===== src/sism_pkg.sv =====
`timescale 1ns / 1ps

package sism_pkg;

	// Default geometry: both must be powers of two.
	localparam int DEF_MAP_ENTRIES     = 4096;
	localparam int DEF_CLUSTER_SECTORS = 4096;

	localparam int SECT_W = 24;
	localparam int CNT_W  = 16;
	localparam int PHYS_W = 25;
	localparam int LEN_W  = 13;
	localparam int SLOT_W = 12;
	localparam int FREE_W = 13;

	localparam logic [SECT_W-1:0] DATA_BASE_RST = 24'd8193;

	typedef enum logic [1:0] {
		ST_OK    = 2'd0,
		ST_EMPTY = 2'd1,
		ST_RANGE = 2'd2
	} status_t;

	typedef enum logic [1:0] {
		BK_CLEAR,
		BK_IDLE,
		BK_SEG,
		BK_LOOK
	} back_state_t;

	typedef struct packed {
		logic              is_write;
		status_t           status;
		logic [SECT_W-1:0] start;
		logic [CNT_W-1:0]  count;
	} cmd_t;

	typedef struct packed {
		logic vld;
		cmd_t cmd;
	} cmd_head_t;

	typedef struct packed {
		logic              vld;
		logic [SLOT_W-1:0] slot;
	} map_ent_t;

endpackage


===== src/sism_front.sv =====
`timescale 1ns / 1ps

module sism_front #(
	parameter int MAP_ENTRIES     = sism_pkg::DEF_MAP_ENTRIES,
	parameter int CLUSTER_SECTORS = sism_pkg::DEF_CLUSTER_SECTORS
) (
	input  logic                          clk,
	input  logic                          arst_n,
	input  logic                          req_valid,
	output logic                          req_ready,
	input  logic                          req_type,
	input  logic [sism_pkg::SECT_W-1:0]   start_sector,
	input  logic [sism_pkg::CNT_W-1:0]    sector_count,
	input  logic                          accept_en,
	output sism_pkg::cmd_head_t           head,
	input  logic                          pop
);
	import sism_pkg::*;

	localparam int SPACE_SH = $clog2(MAP_ENTRIES) + $clog2(CLUSTER_SECTORS);

	logic [PHYS_W-1:0] end_m1;
	logic              beyond;
	cmd_t              cmd_in;
	logic              push;

	cmd_t              q_mem [2];
	logic              wr_ptr_q;
	logic              rd_ptr_q;
	logic [1:0]        cnt_q;

	// The request runs past the end of the virtual space when its last sector
	// has any bit set at or above the space size.
	always_comb begin
		end_m1 = PHYS_W'(start_sector) + PHYS_W'(sector_count) - PHYS_W'(1);
		beyond = |(end_m1 >> SPACE_SH);
		cmd_in.is_write = req_type;
		cmd_in.start    = start_sector;
		cmd_in.count    = sector_count;
		if (sector_count == '0) begin
			cmd_in.status = ST_EMPTY;
		end else if (beyond) begin
			cmd_in.status = ST_RANGE;
		end else begin
			cmd_in.status = ST_OK;
		end
	end

	assign req_ready = accept_en && (cnt_q != 2'd2);
	assign push      = req_valid && req_ready;
	assign head.vld  = (cnt_q != 2'd0);
	assign head.cmd  = q_mem[rd_ptr_q];

	always_ff @(posedge clk) begin
		if (push) begin
			q_mem[wr_ptr_q] <= cmd_in;
		end
	end

	always_ff @(posedge clk or negedge arst_n) begin
		if (!arst_n) begin
			wr_ptr_q <= 1'b0;
			rd_ptr_q <= 1'b0;
			cnt_q    <= 2'd0;
		end else begin
			if (push) begin
				wr_ptr_q <= ~wr_ptr_q;
			end
			if (pop) begin
				rd_ptr_q <= ~rd_ptr_q;
			end
			case ({push, pop})
				2'b10:   cnt_q <= cnt_q + 2'd1;
				2'b01:   cnt_q <= cnt_q - 2'd1;
				default: cnt_q <= cnt_q;
			endcase
		end
	end

endmodule


===== config.mk =====
export PLATFORM = sky130hd
export DESIGN_NAME = sism_front
export DESIGN_NICKNAME = d
export VERILOG_FILES = /design/src/sism_pkg.sv /design/src/sism_front.sv
export SDC_FILE = /design/constraint.sdc
export NUM_CORES = 1
export LEC_CHECK = 0
export ABC_AREA = 1
export BUFFER_PORTS_ARGS = -buffer_cell sky130_fd_sc_hd__buf_2
export CAP_MARGIN = 20
export CORE_ASPECT_RATIO = 0.9
export CORE_MARGIN = 2
export CORE_UTILIZATION = 50
export CTS_CLUSTER_SIZE = 30
export DETAILED_ROUTE_END_ITERATION = 8
export PLACE_DENSITY_LB_ADDON = 0.05
export SYNTH_ARGS = -nofsm -noshare
export SYNTH_HDL_FRONTEND = slang
export SYNTH_SLANG_ARGS = --single-unit
export TNS_END_PERCENT = 50

===== constraint.sdc =====
create_clock -name clk -period 4.08 [get_ports clk]
set_input_delay 0.204 -clock clk [delete_from_list [all_inputs] [get_ports clk]]
set_output_delay 0.204 -clock clk [all_outputs]
set_load 0.03 [all_outputs]

* Word level (Yosys, flattened, before mapping)
Memory sizes are Yosys's and may differ from the RTL's.
Index checks and enable logic that the tools add are counted.
** Word-level totals
- Bits in writable memories :: 86
- Register bits after elaboration :: 4
- Memory bits (read-only) :: 0
- Latch bits :: 0
- Memories kept :: 1
** Operators by class
- Muxes and demuxes :: 5
- Equal/unequal tests :: 3
- Reductions and logical operators :: 5
- Bitwise logic cells :: 2
- Shifts and indexed selects :: 0
- Multipliers :: 0
- Magnitude comparators :: 0
- Add/sub/neg operators :: 4
- Div/mod/pow operators :: 0
** Memories
- q_mem :: words 2, bits a word 43, read ports 1, clocked after Yosys merged registers in 0, wr ports 1, line sism_front.sv:27 : cmd_t q_mem [2];
** Operators with widths (count)
- $add A24 B16 Y25 :: 1
- $sub A25 B1 Y25 const B :: 1
- $logic_not A16 Y1 :: 1
- $mux W2 :: 2
- $pmux W2 S2 :: 1
- $reduce_bool A2 Y1 :: 2
- $add A2 B1 Y2 const B :: 1
- $eq A2 B1 Y1 const B :: 1
- $eq A2 B2 Y1 const B :: 1
- $logic_and A1 B1 Y1 :: 2
- $mux W1 :: 2
- $ne A2 B2 Y1 const B :: 1
- $not A1 Y1 :: 2
- $sub A2 B1 Y2 const B :: 1

* Depth between registers and ports, before layout
Gate-level depths: netlist of run 1.
- Word-level depth :: 5
- Depth in mapped cells :: 15
- Gate-level depth less buffers :: 15

* Worst setup path before layout of run 1
Ideal clock, no wire load.
- Path kind :: flip-flop to flip-flop
- From :: reg cnt_q[0]
- To :: mem q_mem[0][0] in the netlist's numbering (enable)
- Path buffers :: 0
- Stages on the path, launching flop included :: 5
- Data arrival time :: 2.823 ns
- Path slack :: 0.814 ns
- Library setup time :: 0.444 ns
- Cells stage by stage :: dfrtp_1 > inv_1 > a21boi_2 > nand2_1 > nor2_1
** Between the ends
- Cells in the longest elaborated chain, start to end :: 5
** RTL lines
- from (decl) :: line sism_front.sv:30 : logic [1:0] cnt_q;
- from (signal assigned) :: line sism_front.sv:73 : 2'b10: cnt_q <= cnt_q + 2'd1;
- from (signal assigned) :: line sism_front.sv:74 : 2'b01: cnt_q <= cnt_q - 2'd1;
- from (signal assigned) :: line sism_front.sv:75 : default: cnt_q <= cnt_q;
- $ne A2 B2 Y1 :: line sism_front.sv:49 : assign req_ready = accept_en && (cnt_q != 2'd2);
- $logic_and A1 B1 Y1 :: line sism_front.sv:49
- named net req_ready :: line sism_front.sv:10 : output logic req_ready,
- $logic_and A1 B1 Y1 :: line sism_front.sv:50 : assign push = req_valid && req_ready;
- $mux W1 :: line sism_front.sv:55 : if (push) begin
- $mux W1 (not written as such) :: line sism_front.sv:56 : q_mem[wr_ptr_q] <= cmd_in;
- to (decl) :: line sism_front.sv:27
The timed path passes the listed nets, and every way through them passes these cells.

* Worst setup path in the final report of run 1
- From :: reg cnt_q[0]
- To :: mem q_mem[0][31] in the netlist's numbering (enable)
** Between the ends
- Cells in the longest elaborated chain, start to end :: 5
** RTL lines (line)
- $ne A2 B2 Y1 :: sism_front.sv:49
- $logic_and A1 B1 Y1 :: sism_front.sv:49
- $logic_and A1 B1 Y1 :: sism_front.sv:50
- $mux W1 :: sism_front.sv:55
- $mux W1 (not written as such) :: sism_front.sv:56
Every way passes these cells.

==> metrics.txt, run 1 <==
CTS resizes 0; P&R area growth vs syn 17.93%; status complete, no violations; detailed-route DRC error count 0; DRT iter0 DRCs 70; sequential fraction of the synthesis area 0.6122; count of cell types in the netlist 25; yosys synthesis warning count 0; Die ar. 9529 µm²; share of post-route cells with drive strength above 1 0.3813; Worst-Margin Slew 1.015 ns; CP Max Fanout 29; Final ANT Viol Nets 0; largest net degree at the start of global routing 45; Post-Syn Area per Cell 13.12 µm²; hold buffer count at CTS 1; unrepaired setup endpoints after global routing false; later-pin clock latency in the skew report 0.34 ns; Leak Pwr 2.294 nW; Worst Path Arrival 2.27 ns; CP Capture Type flop; cell type with the highest aggregate area in the netlist edfxtp_1; post-synthesis cell area 4382 µm²; # Post-CTS Setup Buffers 0; core area 8528 µm²; CTS tree done; post-synth top area share 0.5894; IO buf count 90; Fin Clk Skew 0.007310 ns; Logic pwr share 0.348; GPL Wtd Cong 0.7266; CTS clk-pin slew, worst paths 0.09 ns; final std cells w/o fill 557; TNS Setup 0 ns; worst hold path class input pin to flop; PD cells 541.2 nW/µm²; Slew Viols, Final 0; die extent in y 92.81 µm; Clock Path Buffers 2; Max IR drop VDD 271.7 µV; grt total ovfl 0; PnR Total Power 2.797 mW; IO Pins 91; Max Freq 447.4 MHz; die extent in x 102.7 µm; number of global-route vias before repair 2640; synth top area cells edfxtp_1 (59%), mux2_2 (11%), ha_1 (11%); Internal Power 1.765 mW; Max Cap Viol 0; Setup crit end q_mem[0][31]$_DFFE_PP_; switching power 1.032 mW; Reg-to-Reg End q_mem[0][31]$_DFFE_PP_; Tmin final 2.235 ns; Via density 4.671; Reg-to-Reg Start cnt_q[0]$_DFFE_PN0P_; fin crit share 0.5479; syn nets 418; area post-placement 4977 µm²; Initial Util 0.5138; worst setup path startpoint cnt_q[0]$_DFFE_PN0P_; # setup viols final 0; Worst EP required 4.12 ns; Gate Count Post-Synth 334; routed length per instance 13.55 µm; crit path launch type flop; clock root buffer clkbuf_8; kind of critical path flop to flop; Yosys reg bits 90; Antenna diodes 0; initial antenna violation count 0; first-pass iteration count of the detailed router 4; final net count 517; global-route wire length before repair 12160 µm; final WL 7545 µm; switching portion of total power 0.3689; H-tree Lvls 3; hold_ws 0.05182 ns; total CTS buffers 9; Core Rows 32; final instance area 5167 µm²; dpl cells 540; Final Hold Vio Count 0; Seq pwr share 0.455; relative slew slack 0.3232; Post-DP HPWL 5383 µm; worst reg2reg path depth 5; Clk pwr share 0.197; CTS Sinks 90; vias 2602; R2R setup slack 1.84 ns; total track usage 0.1682
-- power groups by stage --
stage	logic, mW	clock network, mW	registers, mW
2_1_floorplan	0.818	0	1.20
3_3_place_gp	0.973	0	1.30
3_5_place_dp	0.983	0	1.30
4_1_cts	0.990	0.568	1.28
5_1_grt	1.05	0.598	1.29
6_report	0.973	0.551	1.27
-- cell usage after synthesis (all sizes together) --
cell type and count:
edfxtp 86, inv 81, mux2 43, ha 38
nand2 33, nor2 16, a21oi 9, buf 5
dfrtp 4, nand4 4, nand3 3, xor2 3
a21boi 2, a21o 2, o21ai 2, and2 1
nor4 1, xnor2 1
-- through the flow --
| stage | worst slack [ns] | utilization |
|---|---|---|
| after CTS | 1.774 | 0.6059 |
| after floorplan | 0.8136 | - |
| final | 1.845 | 0.6059 |
| after detailed placement | 1.795 | 0.5836 |
| after global routing | 1.625 | 0.6059 |
| after global placement | 1.849 | 0.5836 |
-- flip-flops by register name, indices dropped and copies added (netlist names) --
signal,cells
wr_ptr_q,1
q_mem,86
rd_ptr_q,1
cnt_q,2
-- metal layers --
layer / vias up / share of wire / track usage
li1: 1319 / - / -
met3: 5 / 0.034 / 0.03019
met2: 48 / 0.51 / 0.2816
met5: - / 0 / 0
met1: 1230 / 0.45 / 0.2189
met4: 0 / 0.0081 / 0.05889
-- how the worst min path moves through the flow --
| stage | start | cells past startpoint | slack, ns | endpoint |
|---|---|---|---|---|
| floorplan | arst_n | 0 | -0.09 | cnt_q[0]$_DFFE_PN0P_ |
| global placement | arst_n | 1 | 0.02 | cnt_q[1]$_DFFE_PN0P_ |
| detailed placement | arst_n | 1 | 0.02 | cnt_q[1]$_DFFE_PN0P_ |
| CTS | pop | 2 | 0.04 | rd_ptr_q$_DFFE_PN0P_ |
| global route | pop | 2 | 0.04 | rd_ptr_q$_DFFE_PN0P_ |
| finish | pop | 2 | 0.05 | rd_ptr_q$_DFFE_PN0P_ |
-- logic make-up after synthesis --
kind of cell    synth area share
fa+ha+maj                 0.1085
compound gates           0.02198
xor+xnor                0.007997
buf+inv                  0.07738
flops                     0.6122
simple gates             0.06139
mux                       0.1105
-- final cells by class --
| class | count | area [µm²] |
|---|---|---|
| multi-input combinational | 158 | 1375 |
| tap | 119 | 148.9 |
| sequential | 90 | 2684 |
| timing repair buffer | 93 | 475.5 |
| clock inverter | 6 | 42.54 |
| inverter | 81 | 304.0 |
| fill | 719 | 3361 |
| clock buffer | 10 | 137.6 |
-- layout by cell type, fill, tap and decap left out, drive strengths merged, types with 3 or more instances in the layout --
cell / instances
buf: 92
mux2: 43
edfxtp: 86
clkinv: 4
inv: 81
nand2: 33
nand4: 4
ha: 38
nor2: 16
clkbuf: 10
a21oi: 9
nand3: 3
xor2: 3
dfrtp: 4
-- critical path: stages, from the launching register on --
cell	delay [ns]
dfrtp_1	0.40
inv_1	0.08
a21boi_2	0.13
nand2_1	0.19
nor2_4	0.74
buf_4	0.38
No activity file was read; power rests on OpenSTA's default activity.
==> run 2, diff against run 1 <==
--- a/config.mk
+++ b/config.mk
@@ -5,7 +5,7 @@
 export SDC_FILE = /design/constraint.sdc
 export NUM_CORES = 1
 export LEC_CHECK = 0
-export ABC_AREA = 1
+export ABC_AREA = 0
 export BUFFER_PORTS_ARGS = -buffer_cell sky130_fd_sc_hd__buf_2
 export CAP_MARGIN = 20
 export CORE_ASPECT_RATIO = 0.9
==> constraint.sdc (replaced) <==
create_clock -name clk -period 2.1 [get_ports clk]
set_input_delay 0.105 -clock clk [delete_from_list [all_inputs] [get_ports clk]]
set_output_delay 0.105 -clock clk [all_outputs]
set_load 0.03 [all_outputs]
==> metrics.txt, run 2 <==
status complete, no violations; fin crit share 0.9078; first-pass iteration count of the detailed router 4 (unchanged); Leak Pwr 2.394 nW (+4.4%); CP Max Fanout 2 (-93%); CTS Sinks 90 (unchanged); detailed-route DRC error count 0 (unchanged); setup ws final 0.1935 ns (-1.651 ns); Max Freq 524.5 MHz; Hold Startpoint start_sector[8]; # setup viols final 0 (unchanged); Post-Syn Area per Cell 14.31 µm² (+9.1%); die extent in y 91.32 µm (-1.6%); final net count 524 (+1.4%); post-synthesis cell area 4235 µm² (-3.3%); Tmin final 1.906 ns; Slew Viols, Final 0 (unchanged); Worst EP required 2.18 ns (-1.94 ns); fraction of the mapped netlist area in compound gates 0.02659 (+0.004600); syn nets 380 (-9.1%); slowest stage delay, CP 0.35 ns (-0.39 ns); Die ar. 9224 µm² (-3.2%); commonest cells in the synthesized netlist edfxtp_1 (86), inv_1 (69), mux2_2 (39), ha_1 (38), nor2_1 (7); Top reg by flops q_mem; vias 2664 (+2.4%); yosys synthesis warning count 0 (unchanged); EDFF count, synth 86 (unchanged); Max Cap Viol 0 (unchanged); Yosys reg bits 90 (unchanged); initial antenna violation count 0 (unchanged); most common cell in the netlist edfxtp_1; Fin Clk Skew 0.008232 ns (+0.0009218 ns); synth top area cells edfxtp_1 (61%), ha_1 (11%), mux2_2 (10%); share of post-route cells with drive strength above 1 0.3933 (+0.01198); Via density 4.897 (+4.8%); count of cell types in the netlist 29 (+16%); later-pin clock latency in the skew report 0.34 ns (about the same); CTS tree done; Core Rows 31 (-3.1%); total CTS buffers 9 (unchanged); Reg-to-Reg Start cnt_q[0]$_DFFE_PN0P_; CP Capture Type flop; # Post-CTS Setup Buffers 0 (unchanged); critical path cell sequence buf_2, inv_1, ha_1, inv_1, ha_1, o21a_1, nor2_2, a2111oi_2, o41ai_2, o211ai_1, mux2_1; clock root buffer clkbuf_8; DP Worst Slack -0.2373 ns (-2.033 ns); Final ANT Viol Nets 0 (unchanged); relative slew slack 0.6933 (+0.3701); XOR/XNOR share of the synthesized area 0.01034 (+0.002344); DRT iter0 DRCs 79 (+13%); Final Hold Vio Count 0 (unchanged); Gate Count Post-Synth 296 (-11%); H-tree Lvls 3 (unchanged); largest family of logic cells by synthesized area multiplexers; global-route wire length before repair 12880 µm (+5.9%); post-synth top area share 0.6097 (+0.02037); cell type with the highest aggregate area in the netlist edfxtp_1; number of global-route vias before repair 2836 (+7.4%); GPL Wtd Cong 0.7123 (-2.0%); grt total ovfl 0 (unchanged); CP max stage cell o41ai_2; R2R setup slack 0.48 ns (-1.36 ns); sequential fraction of the synthesis area 0.6334 (+0.02116); routed length per instance 14.54 µm (+7.4%); Clock Path Buffers 2 (unchanged); worst hold path class input pin to flop; PD cells 1039 nW/µm² (+92%); Simple-Gate Fraction of Synth Area 0.03368 (-0.02772); most frequent cells in the layout buf_2 (90), edfxtp_1 (86), inv_1 (69); max reg flops 86 (unchanged); fraction of registers with async set/reset 0.04444 (unchanged); Initial Util 0.5200 (+0.006178); Max IR drop VDD 489.7 µV (+80%); total track usage 0.1818 (+0.01360); P&R area growth vs syn 28.95%; unrepaired setup endpoints after global routing false; PnR Total Power 5.676 mW (+100%); worst setup path startpoint start_sector[3]; die extent in x 101.0 µm (-1.6%); CTS clk-pin slew, worst paths 0.09 ns (about the same); IO Pins 91 (unchanged); most common cell after layout, fill and taps aside buf_2; IO buf count 90 (unchanged); core area 8145 µm² (-4.5%); Worst-Margin Slew 0.4559 ns (-0.5593 ns); Regs by FF count q_mem (86), cnt_q (2); kind of critical path input pin to flop; multiplexer share of the synthesized area 0.1170 (+0.006478); Post-DP HPWL 5510 µm (+2.3%); crit path launch type input pin; final WL 7911 µm (+4.9%); Antenna diodes 0 (unchanged); largest net degree at the start of global routing 44 (-2.2%); Worst Path Arrival 1.99 ns (-0.28 ns); Post-synth top flop edfxtp_1; Adder-Cell Fraction of Synth Area 0.1123 (+0.003751)
[run 2: cell count changes in the layout (fill, tap and decap cells not counted), moves of 4 or more]
cell and delta:
buf_4 +22, dlygate4sd3_1 +22, inv_1 -11, mux2_1 +5, mux2_2 -4, nand2_1 -25
nor4_1 +4
[run 2: area by class of cell]
| type | count | area (µm²) |
|---|---|---|
| clock inverter | 4 | 76.32 |
| multi-input combinational | 132 | 1303 |
| timing repair buffer | 138 | 880.8 |
| inverter | 69 | 259.0 |
| tap | 99 | 123.9 |
| sequential | 90 | 2684 |
| clock buffer | 12 | 135.1 |
| fill | 633 | 2684 |
[run 2: final timing paths]
| kind | endpoint | cells past startpoint |
|---|---|---|
| setup / recovery | q_mem[0][41]$_DFFE_PP_ | 11 |
| hold / removal | q_mem[1][24]$_DFFE_PP_ | 2 |
| setup reg to reg | q_mem[0][23]$_DFFE_PP_ | 5 |
| hold reg to reg | cnt_q[0]$_DFFE_PN0P_ | 1 |
| max in group asynchronous | rd_ptr_q$_DFFE_PN0P_ | 2 |
| min in group asynchronous | cnt_q[1]$_DFFE_PN0P_ | 2 |
[run 2: cell families after synthesis]
kind of cell / count (synthesis)
and+or+nand+nor: 28
adders and majority gates: 38
DFF: 90
xor gates and xnor gates: 5
AOI/OAI and AO/OA: 17
buffers and inverters: 74
muxes: 44
[run 2: power by group]
part           internal (mW)  total, mW  switching, mW
clock network          0.674       1.24          0.570
registers               2.24       2.32         0.0829
logic                  0.796       2.11           1.31
total                   3.71       5.68           1.97
[run 2: stage by stage]
step,std cells,TNS (ns),hold WS (ns),instance area (µm²),utilization
floorplan,296,0,-0.1906,4255,-
global placement,505,-0.4032,-0.08447,5007,0.6147
detailed placement,505,-0.4747,-0.08373,5007,0.6147
CTS,544,0,0.02373,5449,0.6690
global route,544,0,0.03195,5461,0.6705
finish,544,0,0.04575,5461,0.6705
[run 2: per-layer routing]
| layer | wire, µm | global-route usage | part of all wire | vias to the layer above |
|---|---|---|---|---|
| li1 | - | - | - | 1328 |
| met1 | 3636 | 0.2267 | 0.46 | 1260 |
| met2 | 3824 | 0.3078 | 0.48 | 71 |
| met3 | 376 | 0.05004 | 0.048 | 5 |
| met4 | 73 | 0.05518 | 0.0092 | 0 |
| met5 | 0 | 0 | 0 | - |
[run 2: worst max-delay path, delay by kind of cell]
| kind | cells | cell delay, ns |
|---|---|---|
| simple gates | 1 | 0.09 |
| mux | 1 | 0.35 |
| buf+inv | 3 | 0.17 |
| compound gates | 4 | 0.73 |
| fa+ha+maj | 2 | 0.53 |
[run 2: repair_timing]
| action | CTS | global route |
|---|---|---|
| hold buffers | 23 | 0 |
| endpoints found under the hold margin | 47 | 0 |
| resized for setup | 0 | 2 |
| endpoints found under the setup margin | 0 | 2 |
